<file path="config.mk">
export PLATFORM = sky130hd
export DESIGN_NAME = bf3_back
export DESIGN_NICKNAME = d
export VERILOG_FILES = /design/src/design/bf3_pkg.sv /design/src/design/bf3_back.sv
export SDC_FILE = /design/constraint.sdc
export NUM_CORES = 1
export LEC_CHECK = 0
export BUFFER_PORTS_ARGS = -buffer_cell sky130_fd_sc_hd__buf_2
export CAP_MARGIN = 20
export CORE_UTILIZATION = 35
export CTS_BUF_LIST = sky130_fd_sc_hd__clkbuf_2 sky130_fd_sc_hd__clkbuf_4 sky130_fd_sc_hd__clkbuf_8
export DETAILED_ROUTE_END_ITERATION = 10
export GPL_ROUTABILITY_DRIVEN = 0
export MAX_ROUTING_LAYER = met4
export PLACE_DENSITY = 0.59
export SETUP_SLACK_MARGIN = 0.2
export SLEW_MARGIN = 30
export SYNTH_ARGS = -nofsm -noshare
export SYNTH_HDL_FRONTEND = slang
export SYNTH_SLANG_ARGS = --single-unit
</file>
<file path="constraint.sdc">
create_clock -name clk -period 8.15 [get_ports clk]
set_input_delay 0.815 -clock clk [delete_from_list [all_inputs] [get_ports clk]]
set_output_delay 0.815 -clock clk [all_outputs]
set_load 0.01 [all_outputs]
</file>
<file path="src/design/bf3_pkg.sv">
// shared constants and types of the 3x3 box filter
package bf3_pkg;

  // defaults for the top level parameters
  localparam int DEF_MAX_WIDTH   = 1024;
  localparam int DEF_SAMPLE_BITS = 16;

  // samples in one neighbourhood
  localparam int KERNEL_COUNT = 9;

  // fixed tag and register widths
  localparam int ROW_BITS          = 16;
  localparam int COL_TAG_BITS      = 10;
  localparam int FRAME_WIDTH_BITS  = 11;
  localparam int FRAME_HEIGHT_BITS = 16;
  localparam int CFG_INDEX_BITS    = 2;
  localparam int CFG_DATA_BITS     = 16;

  localparam logic [FRAME_WIDTH_BITS-1:0]  FRAME_WIDTH_RESET  = 11'd1024;
  localparam logic [FRAME_HEIGHT_BITS-1:0] FRAME_HEIGHT_RESET = 16'd1024;

  // configuration register indexes
  typedef enum logic [CFG_INDEX_BITS-1:0] {
    CFG_FRAME_WIDTH  = 2'd0,
    CFG_FRAME_HEIGHT = 2'd1
  } cfg_reg_t;

  // result slots one input word can release, in output order
  localparam int NUM_RES       = 4;
  localparam int RES_CENTER    = 0;  // pixel one row up, one column left
  localparam int RES_ROW_END   = 1;  // pixel one row up, last column
  localparam int RES_LAST_ROW  = 2;  // last row, one column left
  localparam int RES_FRAME_END = 3;  // last pixel of the frame

  // per-word control carried down the pipeline
  typedef struct packed {
    logic                interior;
    logic [NUM_RES-1:0]  emit;
  } res_flags_t;

endpackage

</file>
<file path="src/design/bf3_back.sv">
// rounded divide by nine and result sequencing onto the output register
module bf3_back #(
  parameter int MAX_WIDTH   = bf3_pkg::DEF_MAX_WIDTH,
  parameter int SAMPLE_BITS = bf3_pkg::DEF_SAMPLE_BITS,
  localparam int CW       = $clog2(MAX_WIDTH),
  localparam int SUM_BITS = SAMPLE_BITS + 4
) (
  input  logic                                clk,
  input  logic                                rst,
  input  logic                                f_valid,
  output logic                                f_ready,
  input  logic signed [SUM_BITS-1:0]          f_sum,
  input  logic signed [SAMPLE_BITS-1:0]       f_sample,
  input  logic signed [SAMPLE_BITS-1:0]       f_mid,
  input  logic signed [SAMPLE_BITS-1:0]       f_center,
  input  logic signed [SAMPLE_BITS-1:0]       f_left,
  input  logic [bf3_pkg::ROW_BITS-1:0]        f_row,
  input  logic [CW-1:0]                       f_col,
  input  bf3_pkg::res_flags_t                 f_flags,
  output logic                                out_valid,
  input  logic                                out_ready,
  output logic signed [SAMPLE_BITS-1:0]       out_value,
  output logic [bf3_pkg::ROW_BITS-1:0]        out_row,
  output logic [bf3_pkg::COL_TAG_BITS-1:0]    out_col,
  output logic                                out_frame_end
);
  import bf3_pkg::*;

  localparam int SB   = SAMPLE_BITS;
  // rounded magnitude width, reciprocal shift and width
  localparam int N    = SAMPLE_BITS + 3;
  localparam int K    = N + 1;
  localparam int RW   = N - 2;
  localparam int H    = N / 2;
  localparam int HH   = N - H;
  localparam int PW   = N + RW;
  localparam int HALF = KERNEL_COUNT / 2;
  localparam logic [N+1:0]  POW_K      = {1'b1, {K{1'b0}}};
  localparam logic [N+1:0]  RECIP_FULL = POW_K / (N + 2)'(KERNEL_COUNT);
  localparam logic [RW-1:0] RECIP      = RECIP_FULL[RW-1:0];

  // shared payload of one word
  logic signed [SB-1:0] s2_sample, s3_sample, s4_sample;
  logic signed [SB-1:0] s2_mid, s3_mid, s4_mid;
  logic signed [SB-1:0] s2_center, s3_center, s4_center;
  logic signed [SB-1:0] s2_left, s3_left, s4_left;
  logic [ROW_BITS-1:0]  s2_row, s3_row, s4_row;
  logic [CW-1:0]        s2_col, s3_col, s4_col;
  res_flags_t           s2_flags, s3_flags;
  logic                 s4_interior;

  logic                        s2_valid, s3_valid;
  logic signed [SUM_BITS-1:0]  s2_sum;
  logic signed [SUM_BITS-1:0]  abs_sum;
  logic [N-1:0]                mag;
  logic [N-1:0]                m3, m4;
  logic                        neg3, neg4;
  logic [H+RW-1:0]             plo3;
  logic [HH+RW-1:0]            phi3;
  logic [PW-1:0]               prod;
  logic [SB-1:0]               q0_4;

  logic [N-1:0]          nine_q;
  logic [N-1:0]          rem;
  logic [SB:0]           quot;
  logic signed [SB-1:0]  mean;

  logic [NUM_RES-1:0]        pend;
  logic [NUM_RES-1:0]        pick;
  logic                      out_load;
  logic                      s4_free;
  logic                      s3_open;
  logic                      s3_move;
  logic signed [SB-1:0]      sel_value;
  logic [ROW_BITS-1:0]       sel_row;
  logic [COL_TAG_BITS-1:0]   sel_col;
  logic                      sel_end;

  // pipeline advance, back to front
  assign out_load = (pend != '0) && (!out_valid || out_ready);
  assign s4_free  = (pend == '0) || (out_load && ((pend & ~pick) == '0));
  assign s3_open  = !s3_valid || s4_free;
  assign s3_move  = s3_valid && s4_free;
  assign f_ready  = !s2_valid || s3_open;

  always_ff @(posedge clk) begin
    if (rst) begin
      s2_valid <= 1'b0;
      s3_valid <= 1'b0;
    end else begin
      if (f_ready) begin
        s2_valid <= f_valid;
      end
      if (s3_open) begin
        s3_valid <= s2_valid;
      end
    end
  end

  // stage 2: registered sum
  always_ff @(posedge clk) begin
    if (f_ready && f_valid) begin
      s2_sum    <= f_sum;
      s2_sample <= f_sample;
      s2_mid    <= f_mid;
      s2_center <= f_center;
      s2_left   <= f_left;
      s2_row    <= f_row;
      s2_col    <= f_col;
      s2_flags  <= f_flags;
    end
  end

  // magnitude with half added, two partial products of the reciprocal
  assign abs_sum = (s2_sum < 0) ? -s2_sum : s2_sum;
  assign mag     = N'(abs_sum) + N'(HALF);

  always_ff @(posedge clk) begin
    if (s3_open && s2_valid) begin
      m3        <= mag;
      neg3      <= s2_sum < 0;
      plo3      <= (H + RW)'(mag[H-1:0]) * (H + RW)'(RECIP);
      phi3      <= (HH + RW)'(mag[N-1:H]) * (HH + RW)'(RECIP);
      s3_sample <= s2_sample;
      s3_mid    <= s2_mid;
      s3_center <= s2_center;
      s3_left   <= s2_left;
      s3_row    <= s2_row;
      s3_col    <= s2_col;
      s3_flags  <= s2_flags;
    end
  end

  // quotient estimate, at most one short of the true quotient
  assign prod = PW'(plo3) + (PW'(phi3) << H);

  always_ff @(posedge clk) begin
    if (s3_move) begin
      q0_4        <= prod[PW-1:K];
      m4          <= m3;
      neg4        <= neg3;
      s4_sample   <= s3_sample;
      s4_mid      <= s3_mid;
      s4_center   <= s3_center;
      s4_left     <= s3_left;
      s4_row      <= s3_row;
      s4_col      <= s3_col;
      s4_interior <= s3_flags.interior;
    end
  end

  // pending results of the word in stage 4
  always_ff @(posedge clk) begin
    if (rst) begin
      pend <= '0;
    end else if (s4_free) begin
      pend <= s3_move ? s3_flags.emit : '0;
    end else if (out_load) begin
      pend <= pend & ~pick;
    end
  end

  // correct the estimate and restore the sign
  assign nine_q = N'({q0_4, 3'b000}) + N'(q0_4);
  assign rem    = m4 - nine_q;
  assign quot   = (SB + 1)'(q0_4) + (SB + 1)'(rem >= N'(KERNEL_COUNT));
  assign mean   = neg4 ? SB'(-quot) : SB'(quot);

  // lowest pending slot goes first
  always_comb begin
    pick      = '0;
    sel_value = s4_sample;
    sel_row   = s4_row;
    sel_col   = COL_TAG_BITS'(s4_col);
    sel_end   = 1'b0;
    if (pend[RES_CENTER]) begin
      pick[RES_CENTER] = 1'b1;
      sel_value        = s4_interior ? mean : s4_center;
      sel_row          = s4_row - 1'b1;
      sel_col          = COL_TAG_BITS'(s4_col - 1'b1);
    end else if (pend[RES_ROW_END]) begin
      pick[RES_ROW_END] = 1'b1;
      sel_value         = s4_mid;
      sel_row           = s4_row - 1'b1;
    end else if (pend[RES_LAST_ROW]) begin
      pick[RES_LAST_ROW] = 1'b1;
      sel_value          = s4_left;
      sel_col            = COL_TAG_BITS'(s4_col - 1'b1);
    end else if (pend[RES_FRAME_END]) begin
      pick[RES_FRAME_END] = 1'b1;
      sel_end             = 1'b1;
    end
  end

  // output register
  always_ff @(posedge clk) begin
    if (rst) begin
      out_valid <= 1'b0;
    end else if (out_load) begin
      out_valid <= 1'b1;
    end else if (out_ready) begin
      out_valid <= 1'b0;
    end
  end

  always_ff @(posedge clk) begin
    if (out_load) begin
      out_value     <= sel_value;
      out_row       <= sel_row;
      out_col       <= sel_col;
      out_frame_end <= sel_end;
    end
  end
endmodule

</file>
# == Word-level counts from Yosys, hierarchy flattened ==
# Index checks and enable logic that the tools add are counted.
# classes
n_addsub,9
n_mul,2
div,0
magnitude_cmp,2
eq_ne,0
shift,0
mux,23
bitwise_logic,2
reduce_logical,18
# ops
op,count
16-bit two-way mux,7
26-bit by 36-bit adder with 36-bit output,1
10-bit two-way mux,3
10-bit by 15-bit multiplier with 25-bit output (second input constant),1
9-bit by 15-bit multiplier with 24-bit output (second input constant),1
20-bit by 1-bit < comparator with 1-bit output (second input constant),1
19-bit by 16-bit adder with 19-bit output,1
19-bit by 4-bit adder with 19-bit output (second input constant),1
19-bit by 4-bit >= comparator with 1-bit output (second input constant),1
19-bit two-way mux,1
19-bit negator,1
19-bit subtractor,1
16-bit by 1-bit adder with 16-bit output,1
16-bit negator,1
16-bit by 1-bit subtractor with 16-bit output (second input constant),1
4-bit two-way mux,3
10-bit by 1-bit subtractor with 10-bit output (second input constant),1
4-bit zero test,2
1-bit two-way mux,7
1-bit logical AND,5
4-bit AND,1
1-bit logical OR,4
4-bit inverter,1
2-bit nonzero test,2
other kinds (5),7
# word_totals
regBits,456
latch_bits,0
mem_bits_rw,0
mem_bits_ro,0
output_inout_bits,45
word_cells,95
mem_count,0

# == Depth between registers and ports, before layout ==
# Gate-level depths: netlist of run 1.
# logic_depth
depth_word,12
ltp_mapped,29
mapped_depth_nobuf,28

# == Least setup slack after synthesis of run 1 ==
# Ideal clock, no wire load.
# synth_timing
path_type,flip-flop to flip-flop
from,reg pend[2]
to,"reg m3[0], enable pin"
arrival_ns,8.147
required_ns,7.462
slack_ns,-0.685
path_stages_with_launch,7
path_buffers,1
path_cell_list,dfxtp_1 clkbuf_1 maj3_1 o21ai_0 a21oi_1 and2_1 nor2b_1
# synth_between
elab_chain_cells,10
# synth_lines
item,line_no,source
start: declaration,bf3_back.sv:68,logic [NUM_RES-1:0] pend;
start signal: assignment,bf3_back.sv:157,pend <= s3_move ? s3_flags.emit : '0;
start signal: assignment,bf3_back.sv:159,pend <= pend & ~pick;
1-bit two-way mux (on tied branches),--,
2-bit two-way mux,bf3_back.sv:181,end else if (pend[RES_ROW_END]) begin
3-bit two-way mux,bf3_back.sv:176,if (pend[RES_CENTER]) begin
4-bit inverter,bf3_back.sv:81,assign s4_free = (pend == '0) || (out_load && ((pend & ~pick) == '0));
4-bit AND,bf3_back.sv:81,
4-bit zero test,bf3_back.sv:81,
1-bit logical AND,bf3_back.sv:81,
1-bit logical OR (*),bf3_back.sv:81,
1-bit logical OR (*),bf3_back.sv:82,assign s3_open = !s3_valid || s4_free;
1-bit logical AND (*),bf3_back.sv:119,if (s3_open && s2_valid) begin
end signal: assignment,bf3_back.sv:120,m3 <= mag;
end: declaration,bf3_back.sv:56,"logic [N-1:0] m3, m4;"
# Mark *: on every way between the ends. The rest lies on a longest branch, timed or not.
# A chain may end at the register's enable or synchronous reset.

# == Worst setup path after layout of run 1 ==
# layout_timing
from,reg s2_sum[4]
to,"reg phi3[25], data pin"
# layout_between
elab_chain_cells,4
# layout_lines
item,line_no,source
start: declaration,bf3_back.sv:53,logic signed [SUM_BITS-1:0] s2_sum;
start signal: assignment,bf3_back.sv:103,s2_sum <= f_sum;
19-bit negator or 20-bit by 1-bit < comparator with 1-bit output (tied branches),bf3_back.sv:115,assign abs_sum = (s2_sum < 0) ? -s2_sum : s2_sum;
19-bit two-way mux (*),bf3_back.sv:115,
19-bit by 4-bit adder with 19-bit output (*),bf3_back.sv:116,assign mag = N'(abs_sum) + N'(HALF);
via mag[18],bf3_back.sv:55,logic [N-1:0] mag;
10-bit by 15-bit multiplier with 25-bit output (*),bf3_back.sv:123,phi3 <= (HH + RW)'(mag[N-1:H]) * (HH + RW)'(RECIP);
end signal: assignment,bf3_back.sv:123,
end: declaration,bf3_back.sv:59,logic [HH+RW-1:0] phi3;
# Mark *: on every way through the listed nets, which the timed path passes. The rest lies on a longest branch.

==> results of run 1 <==
==> per-stage QoR <==
| step | util | instance area (um^2) | cells |
|---|---|---|---|
| 3_3_place_gp | 0.3872 | 23550 | 2479 |
| 6_report | 0.4148 | 25220 | 2618 |
| 3_5_place_dp | 0.3872 | 23550 | 2479 |
| 2_1_floorplan | - | 21670 | 1539 |
| 4_1_cts | 0.4137 | 25160 | 2615 |
| 5_1_grt | 0.4148 | 25220 | 2618 |
==> repair_timing <==
item	4_1_cts	5_1_grt
pin swaps	0	1
resized for setup	1	16
setup endpoints to repair	1	9
==> worst max-delay path, delay by kind of cell (launching register included) <==
family / cells / cell delay (ns)
buffers and inverters: 2 / 0.10
adders and majority gates: 6 / 2.65
xor gates and xnor gates: 3 / 0.49
DFF: 1 / 0.46
and+or+nand+nor: 6 / 2.18
AOI/OAI and AO/OA: 7 / 1.53
==> sequential cells by signal (all words and copies together) (netlist names), 19 cells and up <==
name and count:
phi3 24, s2_sum 20, m3 19, m4 19
==> cell families after synthesis <==
group | synth area share
and+or+nand+nor | 0.06555
buffers and inverters | 0.03356
muxes | 0.01352
adders and majority gates | 0.1439
DFF | 0.6150
AOI/OAI and AO/OA | 0.06631
xor gates and xnor gates | 0.06215
==> per-layer routing <==
metal	GRT usage	vias to the layer above	wire length, um
li1	-	6052	-
met1	0.1694	5887	18590
met2	0.2240	277	20060
met3	0.02806	96	1910
met4	0.05364	0	1287
met5	-	-	0
==> power groups by stage <==
stage / Clock [W] / Combinational, W / Sequential (W)
5_1_grt: 0.00227 / 0.00562 / 0.00316
3_3_place_gp: 0 / 0.00475 / 0.00319
2_1_floorplan: 0 / 0.00368 / 0.00317
6_report: 0.00210 / 0.00500 / 0.00314
3_5_place_dp: 0 / 0.00486 / 0.00319
4_1_cts: 0.00218 / 0.00491 / 0.00315
==> layout make-up <==
cell class	count	area (um^2)	share of cell area
Sequential cell	446	13320	0.5282
Antenna cell	3	7.507	0.0002976
Clock inverter	37	376.6	0.01493
Tap cell	782	978.4	0.03879
Timing Repair Buffer	182	970.9	0.03849
Multi-Input combinational cell	902	7716	0.3059
Clock buffer	99	1225	0.04856
Inverter	167	626.9	0.02485
==> path summary, 6_finish.rpt <==
kind | slack, ns | start | to
worst max-delay path | 0.51 | s2_sum[4] | phi3[25]
worst min-delay path | 0.33 | f_center[9] | s2_center[9]
worst max register to register | 0.51 | s2_sum[4] | phi3[25]
worst min register to register | 0.39 | s2_flags[0] | s3_flags[0]
==> cell usage in the layout, fill, tap and decap left out, types with 11 or more instances in the layout <==
master / count
edfxtp_1: 439
inv_1: 167
buf_2: 163
ha_1: 153
xnor2_1: 103
nor2_1: 80
clkbuf_8: 77
a21oi_1: 71
nand2_1: 63
fa_1: 59
o21ai_0: 49
xor2_1: 44
mux2i_1: 27
nor3_1: 23
nand3_1: 23
clkbuf_4: 22
buf_4: 18
nand2b_1: 12
clkinv_1: 12
clkinv_2: 12
nor2b_1: 11
==> impl_metrics.yaml, run 1 <==
run_status:
  status: "complete, no violations"
setup_path:
  critPathCaptureType: "flop"
  max_stage_delay_ns: 0.57
  cp.required_ns: 8.54
  crit_path_max_fanout: 6
  r2r_cells: 24
  worstSetupStartpointType: "flop"
  slowest_stage: "or4_4"
  cp_cell_sequence: "or4_4 > or4_4 > or3b_4 > o31a_1 > xor2_1 > nand2_2 > or4_4 > xor2_4 > ha_1 > fa_1 > inv_1 > fa_1 > fa_1 > fa_1 > inv_1 > ha_1 > o21ai_1 > nand2b_1 > a31o_2 > a211oi_2 > o311ai_2 > a21o_1 > a21oi_1 > xnor2_1"
  crit_top_cell: "fa_1"
  critical_path_arrival_ns: 8.04
  path_class: "reg -> reg"
synthesis:
  synth_area_per_cell_um2: 14.08
  yosys_warnings: 0
  yosysSeqAreaShare: 0.6150
  synth_edf_count: 439
  ys_async_sr_fraction: 0
  synth_top_area_frac: 0.6085
  synth_area_um2: 21660
  syn-instance-count: 1539
  yosys.area.top_type: "edfxtp_1"
  yosysMostFrequentCell: "edfxtp_1"
  synth_area_leaders: "edfxtp_1, ha_1, fa_1"
  synth_ff_type: "edfxtp_1"
  ys_seq_elements: 446
  yosys-top-cells-count: "edfxtp_1, inv_1, ha_1"
  syn_nets: 1871
  yosysUniqueCellTypes: 71
power_and_ir_drop:
  ir_drop_mv: 0.4384
  power-per-cell-area_nw_per_um2: 406.0
  internal_power_w: 0.006372
  leakagePower_nw: 9.802
  comb_power_share: 0.488
  power_frac_clock: 0.205
  finalPower_w: 0.01024
  sw_frac_of_total: 0.3778
  p_switching_w: 0.003870
  seqPwrFrac: 0.307
clock_tree:
  cts_hold_buf: 0
  cts_tree: "done"
  cts_buffers: 77
  clock_path_buffers: 3
  clockRootBuffer: "clkbuf_8"
  htree_levels: 3
  insertion_delay_ns: 0.66
  clk_pin_slew_ns: 0.06
  cts_setup_buffers: 0
  cts.sinks: 446
sta:
  worst_slew_pin_slew_ns: 0.8872
  finalCriticalPeriod_ns: 7.645
  period_share: 0.9380
  rsz0062_at_grt: "true"
  worst_slack_ns: 0.5054
  max_slew_margin: 0.4085
  finalSetupTns_ns: 0
  hold_viol_final: 0
  maxSlewViolCount: 0
  skew_ns: 0.05112
  timing.fmax_ghz: 0.1308
  setup_viol: 0
  whs_ns: 0.3298
floorplan:
  rows: 90
  fp.dieH_um: 250.8
  core_area_um2: 60810
  die_w_um: 250.8
  start_util: 0.3563
  floorplan.die_area_um2: 62890
  io_pins: 164
worst_hold_path:
  hold-path-cell-count: 1
  hp-class: "in -> reg"
route:
  vias: 12310
  drt_iter0_drc: 699
  viasPerCell: 4.703
  antenna_left: 0
  wl_um: 41850
  wl_per_cell_um: 15.99
  drc: 0
  dr.pass1.iters: 5
cells_and_area:
  n_fill_cell: 5614
  final_nets: 2108
  drive_gt1_frac: 0.1871
  area_growth_pct: 16.44
placement:
  numPortBuffers: 163
  hpwl_um: 30310
  pre_cts_ws_ns: 0.09769
global_routing:
  antenna_found_initial: 5
  grt_pass1_vias: 12780
  grt_max_degree: 141
  grt_pass1_wl_um: 65640
  grt-ovfl-total: 0
  grt_usage: 0.1381
run:
  maxCapViolations: 0
Power figures use the tool's default switching activity.
==> run 2: changes to the inputs <==
Settings changed: ABC_AREA from default to 1.
==> run 2 against run 1 <==
Effect of this change:
- setup slack better by 0.76 ns
- total power decreased by 15%
- routed wire length is 18% higher
- first-iteration DRC count increased by 50%
==> impl_metrics.yaml, run 2 <==
run_status:
  status: "complete, no violations"
worst_hold_path:
  hp-class: "in -> reg"
global_routing:
  grt.met1_usage: 0.1871
  grt_pass1_wl_um: 77770
  grt_use_met2: 0.2563
  gr-usage-met3: 0.02563
  grt-ovfl-total: 0
  antenna_found_initial: 1
  grt_pass1_vias: 15110
  top_usage_layer: "met2"
  grt_usage: 0.1531
  grt_max_degree: 155
setup_path:
  critPathCaptureType: "flop"
  cp.required_ns: 8.55
  critical_path_arrival_ns: 7.27
  worstSetupStartpointType: "flop"
  crit_path_max_fanout: 5
  slowest_stage: "fa_1"
  path_class: "reg -> reg"
  max_stage_delay_ns: 0.51
  r2r_setup_slack_ns: 1.27
sta:
  period_share: 0.8442
  hold_viol_final: 0
  worst_slew_pin_slew_ns: 0.9243
  maxSlewViolCount: 0
  finalSetupTns_ns: 0
  setup_viol: 0
  finalCriticalPeriod_ns: 6.880
  timing.fmax_ghz: 0.1454
  worst_slack_ns: 1.270
  skew_ns: 0.03657
  whs_ns: 0.3334
  max_slew_margin: 0.3838
  rsz0062_at_grt: "false"
synthesis:
  yosysSeqAreaShare: 0.5798
  ys_seq_elements: 446
  yosysUniqueCellTypes: 50
  synthSimpleGateAreaFrac: 0.1370
  yosys.area.top_type: "edfxtp_1"
  synth_area_leaders: "edfxtp_1, ha_1, nand2_1"
  synth_area_um2: 22980
  synth_top_area_frac: 0.5737
  synthAdderAreaFrac: 0.1353
  yosysMostFrequentCell: "edfxtp_1"
  syn_nets: 2360
  synth_area_per_cell_um2: 11.33
  yosys_warnings: 0
  yosys-top-cells-count: "edfxtp_1, nand2_1, inv_1"
  syn-instance-count: 2028
  synth_top_family_by_area: "simple AND/OR/NAND/NOR gates"
  synthXorXnorAreaFrac: 0.04106
  synth_edf_count: 439
  synth-compound-area-share: 0.05478
  synth_mux_area_frac: 0
  synth_ff_type: "edfxtp_1"
  ys_async_sr_fraction: 0
cells_and_area:
  top_regs: "phi3 x24, s2_sum x20"
  n_fill_cell: 6204
  largest_reg_flops: 24
  top_register: "phi3"
  final_nets: 2589
  mostFrequentLayoutCell: "edfxtp_1"
  drive_gt1_frac: 0.1465
  area_growth_pct: 14.09
  final_cell_mix: "edfxtp_1, nand2_1, inv_1, nor2_1, buf_2"
  final_util: 0.4052
route:
  drc: 0
  drt_iter0_drc: 1049
  wl_um: 49210
  wl_per_cell_um: 15.55
  vias: 14870
  dr.pass1.iters: 8
  viasPerCell: 4.701
  antenna_left: 0
clock_tree:
  post_cts_resized: 0
  cts_buffers: 71
  htree_levels: 3
  cts_setup_buffers: 0
  clockRootBuffer: "clkbuf_8"
  cts.sinks: 446
  cts_tree: "done"
  clk_pin_slew_ns: 0.07
  cts_hold_buf: 0
  clock_path_buffers: 3
  insertion_delay_ns: 0.65
floorplan:
  fp.dieH_um: 258.2
  floorplan.die_area_um2: 66680
  core_area_um2: 64700
  start_util: 0.3551
  die_w_um: 258.2
  io_pins: 164
  rows: 93
placement:
  hpwl_um: 36900
  pre_cts_ws_ns: 1.315
  numPortBuffers: 163
power_and_ir_drop:
  finalPower_w: 0.008737
  power-per-cell-area_nw_per_um2: 333.3
  ir_drop_mv: 0.1873
  leakagePower_nw: 11.05
run:
  maxCapViolations: 0
==> run 2: cell count changes after synthesis, sizes merged, moves of 27 or more <==
cell,before,now
nand3,23,93
inv,167,298
mux2i,27,0
a21oi,72,101
xnor2,105,30
nor2,81,185
nand2,64,393
==> run 2: per-layer routing <==
metal / vias to the layer above / routed length, um / share of wire
met3: 91 / 2386 / 0.048
li1: 7341 / - / -
met5: - / 0 / 0
met4: 0 / 1190 / 0.024
met2: 421 / 24090 / 0.49
met1: 7021 / 21540 / 0.44
==> run 2: stage by stage <==
| step | instance area [um^2] | std cells |
|---|---|---|
| after floorplan | 22980 | 2028 |
| after global placement | 24900 | 3039 |
| after detailed placement | 24900 | 3039 |
| after CTS | 26200 | 3162 |
| after global routing | 26210 | 3163 |
| final | 26220 | 3164 |
==> run 2: report_power, final <==
| part | switching [W] | total (W) | internal (W) |
|---|---|---|---|
| Sequential | 0.000111 | 0.00306 | 0.00295 |
| Combinational | 0.00250 | 0.00388 | 0.00138 |
| Clock | 0.000867 | 0.00180 | 0.000929 |
==> run 2: cells by family after synthesis <==
family	count (synthesis)
xor gates and xnor gates	100
AOI/OAI and AO/OA	221
and+or+nand+nor	733
buffers and inverters	315
DFF	446
adders and majority gates	213
==> run 2: worst max-delay path: cells and delay by family, from the launching register on <==
| kind | cells | cell delay (ns) |
|---|---|---|
| XOR/XNOR | 3 | 0.83 |
| adder cells (fa/ha/maj) | 8 | 3.00 |
| buffers and inverters | 6 | 0.45 |
| flip-flops | 1 | 0.45 |
| AND/OR/NAND/NOR | 5 | 0.73 |
| AO/OA/AOI/OAI | 6 | 1.18 |
==> run 2: cell type report <==
cell class,instances,area [um^2],share of cell area
clock inverters,29,150.1,0.005727
clock buffers,94,1156,0.04410
well taps,855,1070,0.04081
flip-flops and latches,446,13320,0.5082
repair buffers,173,903.4,0.03446
multi-input cells,1267,8484,0.3236
inverters,298,1124,0.04286
diodes,2,5.005,0.0001909
==> run 2: worst paths after layout <==
kind / start / depth (start not counted) / to
min: f_center[12] / 1 / s2_center[12]
min reg2reg: s2_sample[0] / 0 / s3_sample[0]
max reg2reg: s2_sum[0] / 28 / phi3[22]
max: s2_sum[0] / 28 / phi3[22]
